<file path="src/sv/coc_pkg.sv">
// ---------------------------------------------------------------------------
// Current offset calibration package
// Payload types, register indexes and status codes shared by the calibration
// block and its channel lanes.
// ---------------------------------------------------------------------------
package coc_pkg;

  // Width of one raw ADC reading and of one averaged offset.
  localparam int ADC_BITS = 12;

  // Configuration register indexes.
  localparam logic [1:0] CFG_SENSING_MODE  = 2'd0;
  localparam logic [1:0] CFG_SAMPLE_TARGET = 2'd1;
  localparam logic [1:0] CFG_UPPER_LIMIT   = 2'd2;
  localparam logic [1:0] CFG_LOWER_LIMIT   = 2'd3;

  // Calibration status codes.
  localparam logic [1:0] STATUS_BUSY = 2'd0;
  localparam logic [1:0] STATUS_PASS = 2'd1;
  localparam logic [1:0] STATUS_FAIL = 2'd2;

  // One input transaction: a raw sample of every channel.
  typedef struct packed {
    logic [ADC_BITS-1:0] sample_a;
    logic [ADC_BITS-1:0] sample_b;
    logic [ADC_BITS-1:0] sample_c;
    logic [ADC_BITS-1:0] sample_shunt;
  } coc_in_t;

  // One output transaction: status and averaged offsets.
  typedef struct packed {
    logic [1:0]          status;
    logic [ADC_BITS-1:0] offset_a;
    logic [ADC_BITS-1:0] offset_b;
    logic [ADC_BITS-1:0] offset_c;
    logic [ADC_BITS-1:0] offset_shunt;
  } coc_out_t;

  // Step commands from the sequencer to every channel lane.
  typedef struct packed {
    logic load;      // take a new sample into the lane
    logic acc_step;  // one bit of the serial accumulation
    logic div_step;  // one quotient bit of the restoring division
  } coc_lane_ctrl_t;

endpackage

</file>
<file path="src/sv/current_offset_calibration.sv">
// A sample that does not complete the run is accumulated bit-serially in ST_ACC, then
// reported from ST_EMIT; the completing sample also passes ST_DIV (one quotient bit per
// cycle) and ST_JUDGE, and once finished a sample goes straight to ST_EMIT, which holds
// while the result register is stalled. One transaction is in work at a time; the next is
// accepted on return to idle, even while the last result waits. Reset clears the
// sequencer and calibration state at once; the payload registers are not reset.
// ---------------------------------------------------------------------------
// Current offset calibration
// Averages raw ADC current samples per channel, divides each sum by the
// sample count on completion and judges the offsets against a window.
// ---------------------------------------------------------------------------
module current_offset_calibration #(
  parameter int COUNT_BITS = 16
) (
  input  logic              clk_i,
  input  logic              rst_ni,
  // Sample channel
  input  logic              in_valid_i,
  output logic              in_stall_o,
  input  coc_pkg::coc_in_t  in_data_i,
  // Result channel
  output logic              out_valid_o,
  input  logic              out_stall_i,
  output coc_pkg::coc_out_t out_data_o,
  // Configuration write channel
  input  logic              cfg_valid_i,
  output logic              cfg_ready_o,
  input  logic [1:0]        cfg_index_i,
  input  logic [15:0]       cfg_data_i
);
  import coc_pkg::*;

  localparam int SUM_W = ADC_BITS + COUNT_BITS;
  localparam int CNT_W = $clog2(SUM_W);
  localparam int TGT_W = (COUNT_BITS > 16 ? COUNT_BITS : 16) + 1;

  localparam logic [2:0] ST_IDLE  = 3'd0;
  localparam logic [2:0] ST_ACC   = 3'd1;
  localparam logic [2:0] ST_DIV   = 3'd2;
  localparam logic [2:0] ST_JUDGE = 3'd3;
  localparam logic [2:0] ST_EMIT  = 3'd4;

  // Configuration registers.
  logic                  mode_q;
  logic [15:0]           target_q;
  logic [ADC_BITS-1:0]   upper_q;
  logic [ADC_BITS-1:0]   lower_q;

  // Sequencer and calibration state.
  logic [2:0]            state_q, state_d;
  logic [CNT_W-1:0]      cnt_q, cnt_d;
  logic [COUNT_BITS-1:0] taken_q, taken_d;
  logic                  cmpl_q, cmpl_d;
  logic                  finished_q, finished_d;
  logic [1:0]            fin_status_q, fin_status_d;
  logic                  fin_mode_q, fin_mode_d;
  logic                  out_valid_q, out_valid_d;
  coc_out_t              out_q, out_d;

  coc_lane_ctrl_t        lane_ctrl;
  logic [ADC_BITS-1:0]   q_a, q_b, q_c, q_sh;

  logic                  in_accept;
  logic                  out_free;
  assign in_stall_o = (state_q != ST_IDLE);
  assign in_accept  = in_valid_i && !in_stall_o;
  assign out_free   = !out_valid_q || !out_stall_i;

  // Configuration writes are always taken.
  assign cfg_ready_o = 1'b1;

  always_ff @(posedge clk_i or negedge rst_ni) begin
    if (!rst_ni) begin
      mode_q   <= 1'b0;
      target_q <= 16'd1024;
      upper_q  <= ADC_BITS'(2248);
      lower_q  <= ADC_BITS'(1848);
    end else if (cfg_valid_i) begin
      unique case (cfg_index_i)
        CFG_SENSING_MODE:  mode_q   <= cfg_data_i[0];
        CFG_SAMPLE_TARGET: target_q <= cfg_data_i;
        CFG_UPPER_LIMIT:   upper_q  <= cfg_data_i[ADC_BITS-1:0];
        CFG_LOWER_LIMIT:   lower_q  <= cfg_data_i[ADC_BITS-1:0];
        default: ;
      endcase
    end
  end

  // Effective target: zero counts as one, large values saturate to the
  // counter range. The run completes when the new count reaches it.
  logic [COUNT_BITS:0] count_next;
  logic [TGT_W-1:0]    tgt_raw, tgt_max, tgt_eff;
  logic                complete;
  always_comb begin
    count_next = {1'b0, taken_q} + {{COUNT_BITS{1'b0}}, 1'b1};
    tgt_raw    = TGT_W'(target_q);
    tgt_max    = TGT_W'({COUNT_BITS{1'b1}});
    if (tgt_raw == '0) begin
      tgt_eff = TGT_W'(1);
    end else if (tgt_raw > tgt_max) begin
      tgt_eff = tgt_max;
    end else begin
      tgt_eff = tgt_raw;
    end
    complete = TGT_W'(count_next) >= tgt_eff;
  end

  // Window check on the averaged offsets of the judged channels.
  logic bad_abc, bad_sh;
  assign bad_abc = (q_a > upper_q) || (q_a < lower_q) ||
                   (q_b > upper_q) || (q_b < lower_q) ||
                   (q_c > upper_q) || (q_c < lower_q);
  assign bad_sh  = (q_sh > upper_q) || (q_sh < lower_q);

  // Sequencer: accumulate bit by bit, divide on completion, then report; once finished, report the held result.
  always_comb begin
    state_d      = state_q;
    cnt_d        = cnt_q;
    taken_d      = taken_q;
    cmpl_d       = cmpl_q;
    finished_d   = finished_q;
    fin_status_d = fin_status_q;
    fin_mode_d   = fin_mode_q;
    out_valid_d  = out_valid_q;
    out_d        = out_q;
    lane_ctrl    = '0;

    if (out_valid_q && !out_stall_i) begin
      out_valid_d = 1'b0;
    end

    unique case (state_q)
      ST_IDLE: begin
        if (in_accept) begin
          if (finished_q) begin
            state_d = ST_EMIT;
          end else begin
            lane_ctrl.load = 1'b1;
            taken_d        = count_next[COUNT_BITS-1:0];
            cmpl_d         = complete;
            cnt_d          = '0;
            state_d        = ST_ACC;
          end
        end
      end
      ST_ACC: begin
        lane_ctrl.acc_step = 1'b1;
        if (cnt_q == CNT_W'(SUM_W - 1)) begin
          cnt_d   = '0;
          state_d = cmpl_q ? ST_DIV : ST_EMIT;
        end else begin
          cnt_d = cnt_q + CNT_W'(1);
        end
      end
      ST_DIV: begin
        lane_ctrl.div_step = 1'b1;
        if (cnt_q == CNT_W'(ADC_BITS - 1)) begin
          cnt_d   = '0;
          state_d = ST_JUDGE;
        end else begin
          cnt_d = cnt_q + CNT_W'(1);
        end
      end
      ST_JUDGE: begin
        finished_d   = 1'b1;
        fin_mode_d   = mode_q;
        fin_status_d = (mode_q ? bad_sh : bad_abc) ? STATUS_FAIL : STATUS_PASS;
        state_d      = ST_EMIT;
      end
      ST_EMIT: begin
        if (out_free) begin
          out_valid_d        = 1'b1;
          out_d.status       = finished_q ? fin_status_q : STATUS_BUSY;
          out_d.offset_a     = (finished_q && !fin_mode_q) ? q_a : '0;
          out_d.offset_b     = (finished_q && !fin_mode_q) ? q_b : '0;
          out_d.offset_c     = (finished_q && !fin_mode_q) ? q_c : '0;
          out_d.offset_shunt = (finished_q && fin_mode_q) ? q_sh : '0;
          state_d            = ST_IDLE;
        end
      end
      default: state_d = ST_IDLE;
    endcase
  end

  always_ff @(posedge clk_i or negedge rst_ni) begin
    if (!rst_ni) begin
      state_q      <= ST_IDLE;
      cnt_q        <= '0;
      taken_q      <= '0;
      cmpl_q       <= 1'b0;
      finished_q   <= 1'b0;
      fin_status_q <= STATUS_BUSY;
      fin_mode_q   <= 1'b0;
      out_valid_q  <= 1'b0;
    end else begin
      state_q      <= state_d;
      cnt_q        <= cnt_d;
      taken_q      <= taken_d;
      cmpl_q       <= cmpl_d;
      finished_q   <= finished_d;
      fin_status_q <= fin_status_d;
      fin_mode_q   <= fin_mode_d;
      out_valid_q  <= out_valid_d;
    end
  end

  // Result payload register.
  always_ff @(posedge clk_i) begin
    out_q <= out_d;
  end

  assign out_valid_o = out_valid_q;
  assign out_data_o  = out_q;

  // One lane per channel; all four accumulate in both modes.
  coc_lane #(.COUNT_BITS(COUNT_BITS)) u_lane_a (
    .clk_i      (clk_i),
    .rst_ni     (rst_ni),
    .ctrl_i     (lane_ctrl),
    .sample_i   (in_data_i.sample_a),
    .divisor_i  (taken_q),
    .quotient_o (q_a)
  );

  coc_lane #(.COUNT_BITS(COUNT_BITS)) u_lane_b (
    .clk_i      (clk_i),
    .rst_ni     (rst_ni),
    .ctrl_i     (lane_ctrl),
    .sample_i   (in_data_i.sample_b),
    .divisor_i  (taken_q),
    .quotient_o (q_b)
  );

  coc_lane #(.COUNT_BITS(COUNT_BITS)) u_lane_c (
    .clk_i      (clk_i),
    .rst_ni     (rst_ni),
    .ctrl_i     (lane_ctrl),
    .sample_i   (in_data_i.sample_c),
    .divisor_i  (taken_q),
    .quotient_o (q_c)
  );

  coc_lane #(.COUNT_BITS(COUNT_BITS)) u_lane_sh (
    .clk_i      (clk_i),
    .rst_ni     (rst_ni),
    .ctrl_i     (lane_ctrl),
    .sample_i   (in_data_i.sample_shunt),
    .divisor_i  (taken_q),
    .quotient_o (q_sh)
  );

endmodule

</file>
<file path="src/sv/coc_lane.sv">
// ---------------------------------------------------------------------------
// Calibration channel lane
// Holds one channel's running sum, adds a sample into it one bit per cycle
// and divides the sum by the sample count one quotient bit per cycle.
// ---------------------------------------------------------------------------
module coc_lane #(
  parameter int COUNT_BITS = 16
) (
  input  logic                          clk_i,
  input  logic                          rst_ni,
  input  coc_pkg::coc_lane_ctrl_t       ctrl_i,
  input  logic [coc_pkg::ADC_BITS-1:0]  sample_i,
  input  logic [COUNT_BITS-1:0]         divisor_i,
  output logic [coc_pkg::ADC_BITS-1:0]  quotient_o
);
  import coc_pkg::*;

  localparam int SUM_W = ADC_BITS + COUNT_BITS;

  logic [ADC_BITS-1:0] smp_q, smp_d;
  logic                carry_q, carry_d;
  logic [SUM_W-1:0]    sum_q, sum_d;

  // Serial full adder on the low bits of the rotating sum and sample.
  logic add_bit;
  logic add_carry;
  assign add_bit   = sum_q[0] ^ smp_q[0] ^ carry_q;
  assign add_carry = (sum_q[0] & smp_q[0]) | (carry_q & (sum_q[0] ^ smp_q[0]));

  // Restoring division step: trial subtract of the divisor from the
  // partial remainder extended by the next dividend bit.
  logic [COUNT_BITS:0]   trial;
  logic [COUNT_BITS+1:0] diff;
  logic                  q_bit;
  logic [COUNT_BITS-1:0] rem_next;
  assign trial    = sum_q[SUM_W-1:ADC_BITS-1];
  assign diff     = {1'b0, trial} - {2'b00, divisor_i};
  assign q_bit    = ~diff[COUNT_BITS+1];
  assign rem_next = q_bit ? diff[COUNT_BITS-1:0] : trial[COUNT_BITS-1:0];

  // Next state of the lane registers.
  always_comb begin
    smp_d   = smp_q;
    carry_d = carry_q;
    sum_d   = sum_q;
    if (ctrl_i.load) begin
      smp_d   = sample_i;
      carry_d = 1'b0;
    end else if (ctrl_i.acc_step) begin
      smp_d   = {1'b0, smp_q[ADC_BITS-1:1]};
      carry_d = add_carry;
      sum_d   = {add_bit, sum_q[SUM_W-1:1]};
    end else if (ctrl_i.div_step) begin
      sum_d   = {rem_next, sum_q[ADC_BITS-2:0], q_bit};
    end
  end

  // The sum is calibration state and clears on reset.
  always_ff @(posedge clk_i or negedge rst_ni) begin
    if (!rst_ni) begin
      sum_q <= '0;
    end else begin
      sum_q <= sum_d;
    end
  end

  // Sample shift register and carry hold payload only.
  always_ff @(posedge clk_i) begin
    smp_q   <= smp_d;
    carry_q <= carry_d;
  end

  // After the division the quotient sits in the low bits of the sum.
  assign quotient_o = sum_q[ADC_BITS-1:0];

endmodule

</file>
<file path="config.mk">
export PLATFORM = sky130hd
export DESIGN_NAME = current_offset_calibration
export DESIGN_NICKNAME = d
export VERILOG_FILES = /design/src/sv/coc_pkg.sv /design/src/sv/current_offset_calibration.sv /design/src/sv/coc_lane.sv
export SDC_FILE = /design/constraint.sdc
export NUM_CORES = 1
export LEC_CHECK = 0
export ABC_AREA = 1
export BUFFER_PORTS_ARGS = -buffer_cell sky130_fd_sc_hd__buf_2
export CAP_MARGIN = 10
export CELL_PAD_IN_SITES_DETAIL_PLACEMENT = 1
export CELL_PAD_IN_SITES_GLOBAL_PLACEMENT = 1
export CORE_MARGIN = 8
export CORE_UTILIZATION = 35
export DETAILED_ROUTE_END_ITERATION = 7
export PLACE_DENSITY_LB_ADDON = 0.1
export SETUP_SLACK_MARGIN = 0.3
export SLEW_MARGIN = 20
export SYNTH_ARGS = -nofsm -noshare
export SYNTH_HDL_FRONTEND = slang
export SYNTH_HIERARCHICAL = 1
export SYNTH_SLANG_ARGS = --single-unit
</file>
<file path="constraint.sdc">
create_clock -name clk_i -period 6.4 [get_ports clk_i]
set_input_delay 0.32 -clock clk_i [delete_from_list [all_inputs] [get_ports clk_i]]
set_output_delay 0.32 -clock clk_i [all_outputs]
set_load 0.02 [all_outputs]
</file>
==> impl_metrics.env <==
export IMPL_vias=18700
export IMPL_synthDistinctLibCells=56
export IMPL_ioPinCount=124
export IMPL_rrSetupSlack_ns=2.27
export IMPL_min_delay_start="in_data_i[34]"
export IMPL_rsz0062_at_grt="no"
export IMPL_yosys_warnings=6
export IMPL_setup_violations=0
export IMPL_start_util_pct=35.5
export IMPL_crit_type="reg2reg"
export IMPL_multi_input_area_um2=10800
export IMPL_antenna_found_initial=0
export IMPL_worstSetupEndpointType="flop"
export IMPL_yosysSeqAreaShare_pct=36.4
export IMPL_htree_levels=2
export IMPL_yosysTopAreaCell="dfrtp_1"
export IMPL_layout_common_cells="nand2_1, inv_1, nor2_1"
export IMPL_ir_worst_vdd_mv=0.179
export IMPL_grt_pass1_wl_um=110000
export IMPL_required_ns=6.84
export IMPL_synth_ff_type="dfrtp_1"
export IMPL_reg2reg_depth=12
export IMPL_die_h_um=261
export IMPL_synth_nets=3119
export IMPL_post_cts_setup_buffers=0
export IMPL_max_slew_margin_pct=25.8
export IMPL_cts_made_buffers=37
export IMPL_drc=0
export IMPL_routed_via_density=5.03
export IMPL_synth_top_area_share_pct=20.6
export IMPL_cts_tree="yes"
export IMPL_hold_depth=3
export IMPL_syn_to_final_growth_pct=10.6
export IMPL_path_cells="nor2_1, inv_1, nor2_1, nand3_1, inv_2, inv_1, o21ai_1, buf_4, inv_1, or2_2, nand2_1, inv_1"
export IMPL_place_area_um2=21800
export IMPL_clock_sinks=285
export IMPL_ff_latch_area_um2=7620
export IMPL_crit_fanout=38
export IMPL_p_per_area_nw_per_um2=214
export IMPL_syn_area_um2=20900
export IMPL_gp_congestion=0.832
export IMPL_cts_clk_slew_worst_paths_ns=0.06
export IMPL_drv_cap=0
export IMPL_crit_top_cell="inv_1"
export IMPL_skew_ns=0.0228
export IMPL_min_path_type="in2reg"
export IMPL_async_reset_ff_share_pct=64.2
export IMPL_synth_area_top_cells="dfrtp_1, nand2_1, edfxtp_1"
export IMPL_tightest_slew_ns=1.11
export IMPL_n_fill_cell=7389
export IMPL_grt_usage_pct=20.3
export IMPL_switching_power_w=0.00141
export IMPL_drv_slew=0
export IMPL_overflow=0
export IMPL_synth_edf_count=98
export IMPL_drt_iter0_markers=799
export IMPL_nets=3166
export IMPL_power_internal_w=0.00353
export IMPL_p_total_w=0.00494
export IMPL_root_buffer="clkbuf_16"
export IMPL_ant_nets=0
export IMPL_final_hold_violation_count=0
export IMPL_period_share_pct=64.5
export IMPL_routed_wl_um=68600
export IMPL_p_sw_share_pct=28.6
export IMPL_startpoint_type="flop"
export IMPL_drive_gt1_share_pct=10.3
export IMPL_outcome="complete, no violations"
export IMPL_ys_ff_latch=285
export IMPL_setup_tns_ns=0
export IMPL_first_pass_iters=4
export IMPL_fmax_ghz=0.242
export IMPL_rows=89
export IMPL_io_buffers=122
export IMPL_timing_rr_start="state_q[1]"
export IMPL_clock_latency_ns=0.56
export IMPL_p_leak_nw=12.2
export IMPL_final_common_cell="nand2_1"
export IMPL_core_area_um2=59000
export IMPL_crit_arrival_ns=4.57
export IMPL_cts_resized=0
export IMPL_syn_inst=2866
export IMPL_avgSynthCellArea_um2=7.30
export IMPL_clock_power_share_pct=43.1
export IMPL_dp_hpwl_um=51700
export IMPL_cpPeakStageDelay_ns=0.75
export IMPL_pwr_share_comb_pct=14.2
export IMPL_avgRoutedWirePerCell_um=18.5
export IMPL_grt_pass1_vias=19600
export IMPL_seq_power_share_pct=42.7
export IMPL_min_to="u_lane_b/smp_q[10]"
export IMPL_clock_path_buffers=3
export IMPL_die_width_um=261
export IMPL_grt_max_degree=124
export IMPL_finalInstanceArea_um2=23100
export IMPL_num_antenna_cells=0
export IMPL_period_minus_slack_ns=4.13
export IMPL_dieArea_um2=67900
export IMPL_r2r_end="u_lane_a/sum_q[16]"
export IMPL_crit_slowest_cell="inv_2"
## state kept, by name, summed over array words and instances (netlist names), 2 cells and up
| name | cells |
|---|---|
| u_lane_a/smp_q | 12 |
| u_lane_b/sum_q | 28 |
| u_lane_b/smp_q | 12 |
| u_lane_a/sum_q | 28 |
| fin_status_q | 2 |
| u_lane_c/smp_q | 12 |
| lower_q | 12 |
| cnt_q | 5 |
| state_q | 3 |
| target_q | 16 |
| u_lane_sh/sum_q | 28 |
| out_data_o | 50 |
| u_lane_sh/smp_q | 12 |
| upper_q | 12 |
| taken_q | 16 |
| u_lane_c/sum_q | 28 |
## stage by stage
| stage | hold slack (ns) | setup WS [ns] | instances | utilization (%) |
|---|---|---|---|---|
| after floorplan | 0.0244 | 3.14 | 2866 | - |
| after global placement | 0.353 | 2.38 | 3643 | 37.0 |
| after detailed placement | 0.354 | 2.24 | 3643 | 37.0 |
| after CTS | 0.00241 | 2.22 | 3713 | 39.1 |
| after global routing | 0.0286 | 1.80 | 3714 | 39.2 |
| final | 0.0332 | 2.27 | 3714 | 39.2 |
## cell usage after synthesis, types with 5 or more instances
library cell  number
nand2_2            9
nand3_2           15
ha_1             174
and2_1            11
xnor2_1           12
nor2_2             9
dfstp_2           11
clkbuf_8           5
a21oi_1          145
dfrtp_1          172
o21ai_1            8
nand2_1          859
inv_1            464
edfxtp_1          98
buf_2             17
nand3b_1           8
o211ai_1          16
o21bai_1           9
buf_4             49
xor2_1            30
nand4_1           84
a31oi_1           29
nor3_1            17
nor2_1           228
nor3_2             5
clkbuf_1          49
nand2_4            6
nand3_1          136
fa_1               8
or2_2             29
o21ai_0           91
inv_2              8
nor4_1             5
## power groups by stage
stage | Combinational, W | Sequential, W | Clock (W)
floorplan | 0.000302 | 0.00225 | 0
global placement | 0.000684 | 0.00214 | 0
detailed placement | 0.000709 | 0.00215 | 0
CTS | 0.000714 | 0.00211 | 0.00220
global route | 0.000786 | 0.00213 | 0.00225
finish | 0.000703 | 0.00211 | 0.00213
## repair_timing
item,4_1_cts,5_1_grt
hold buffers,3,0
setup endpoints to repair,0,0
endpoints found under the hold margin,57,0
## layer usage
metal	part of all wire, %	wire length [µm]	GRT usage, %	up-vias
li1	-	-	-	9199
met1	48	33200	28.1	9084
met2	45	31200	33.1	283
met3	3.3	2260	2.19	98
met4	2.9	1990	6.53	0
met5	0	0	0	-
## cell families (layout without fill, tap and decap cells)
kind of cell,after synthesis,after routing,share of synthesized area [%]
compound gates,318,318,8.50
xor+xnor,43,43,1.84
fa+ha+maj,182,182,11.2
simple gates,1433,1433,29.8
buf+inv,604,679,12.3
other cells,1,1,0.0179
flops,285,285,36.4
## cell type report
class / instances / share of cell area (%)
clock buffers: 52 / 4.69
clock inverters: 15 / 0.633
inverters: 474 / 7.69
multi-input cells: 1977 / 46.5
flip-flops and latches: 285 / 32.9
well taps: 773 / 4.18
repair buffers: 138 / 3.37
## worst max-delay path by stage
| stage | start | endpoint | slack (ns) | cells past startpoint |
|---|---|---|---|---|
| global placement | state_q[1] | u_lane_a/sum_q[19] | 2.38 | 12 |
| floorplan | state_q[0] | out_data_o[0] | 3.14 | 5 |
| finish | state_q[1] | u_lane_a/sum_q[16] | 2.27 | 12 |
| detailed placement | state_q[1] | u_lane_a/sum_q[16] | 2.24 | 12 |
| global route | state_q[1] | u_lane_a/sum_q[19] | 1.80 | 12 |
| CTS | state_q[1] | u_lane_a/sum_q[16] | 2.22 | 12 |
## worst max-delay path, delay by kind of cell (launching register included)
family / cells / cell delay (ns)
and+or+nand+nor: 5 / 1.34
AOI/OAI and AO/OA: 1 / 0.18
DFF: 1 / 0.42
buffers and inverters: 6 / 2.07
(Power assumes the default switching activity.)
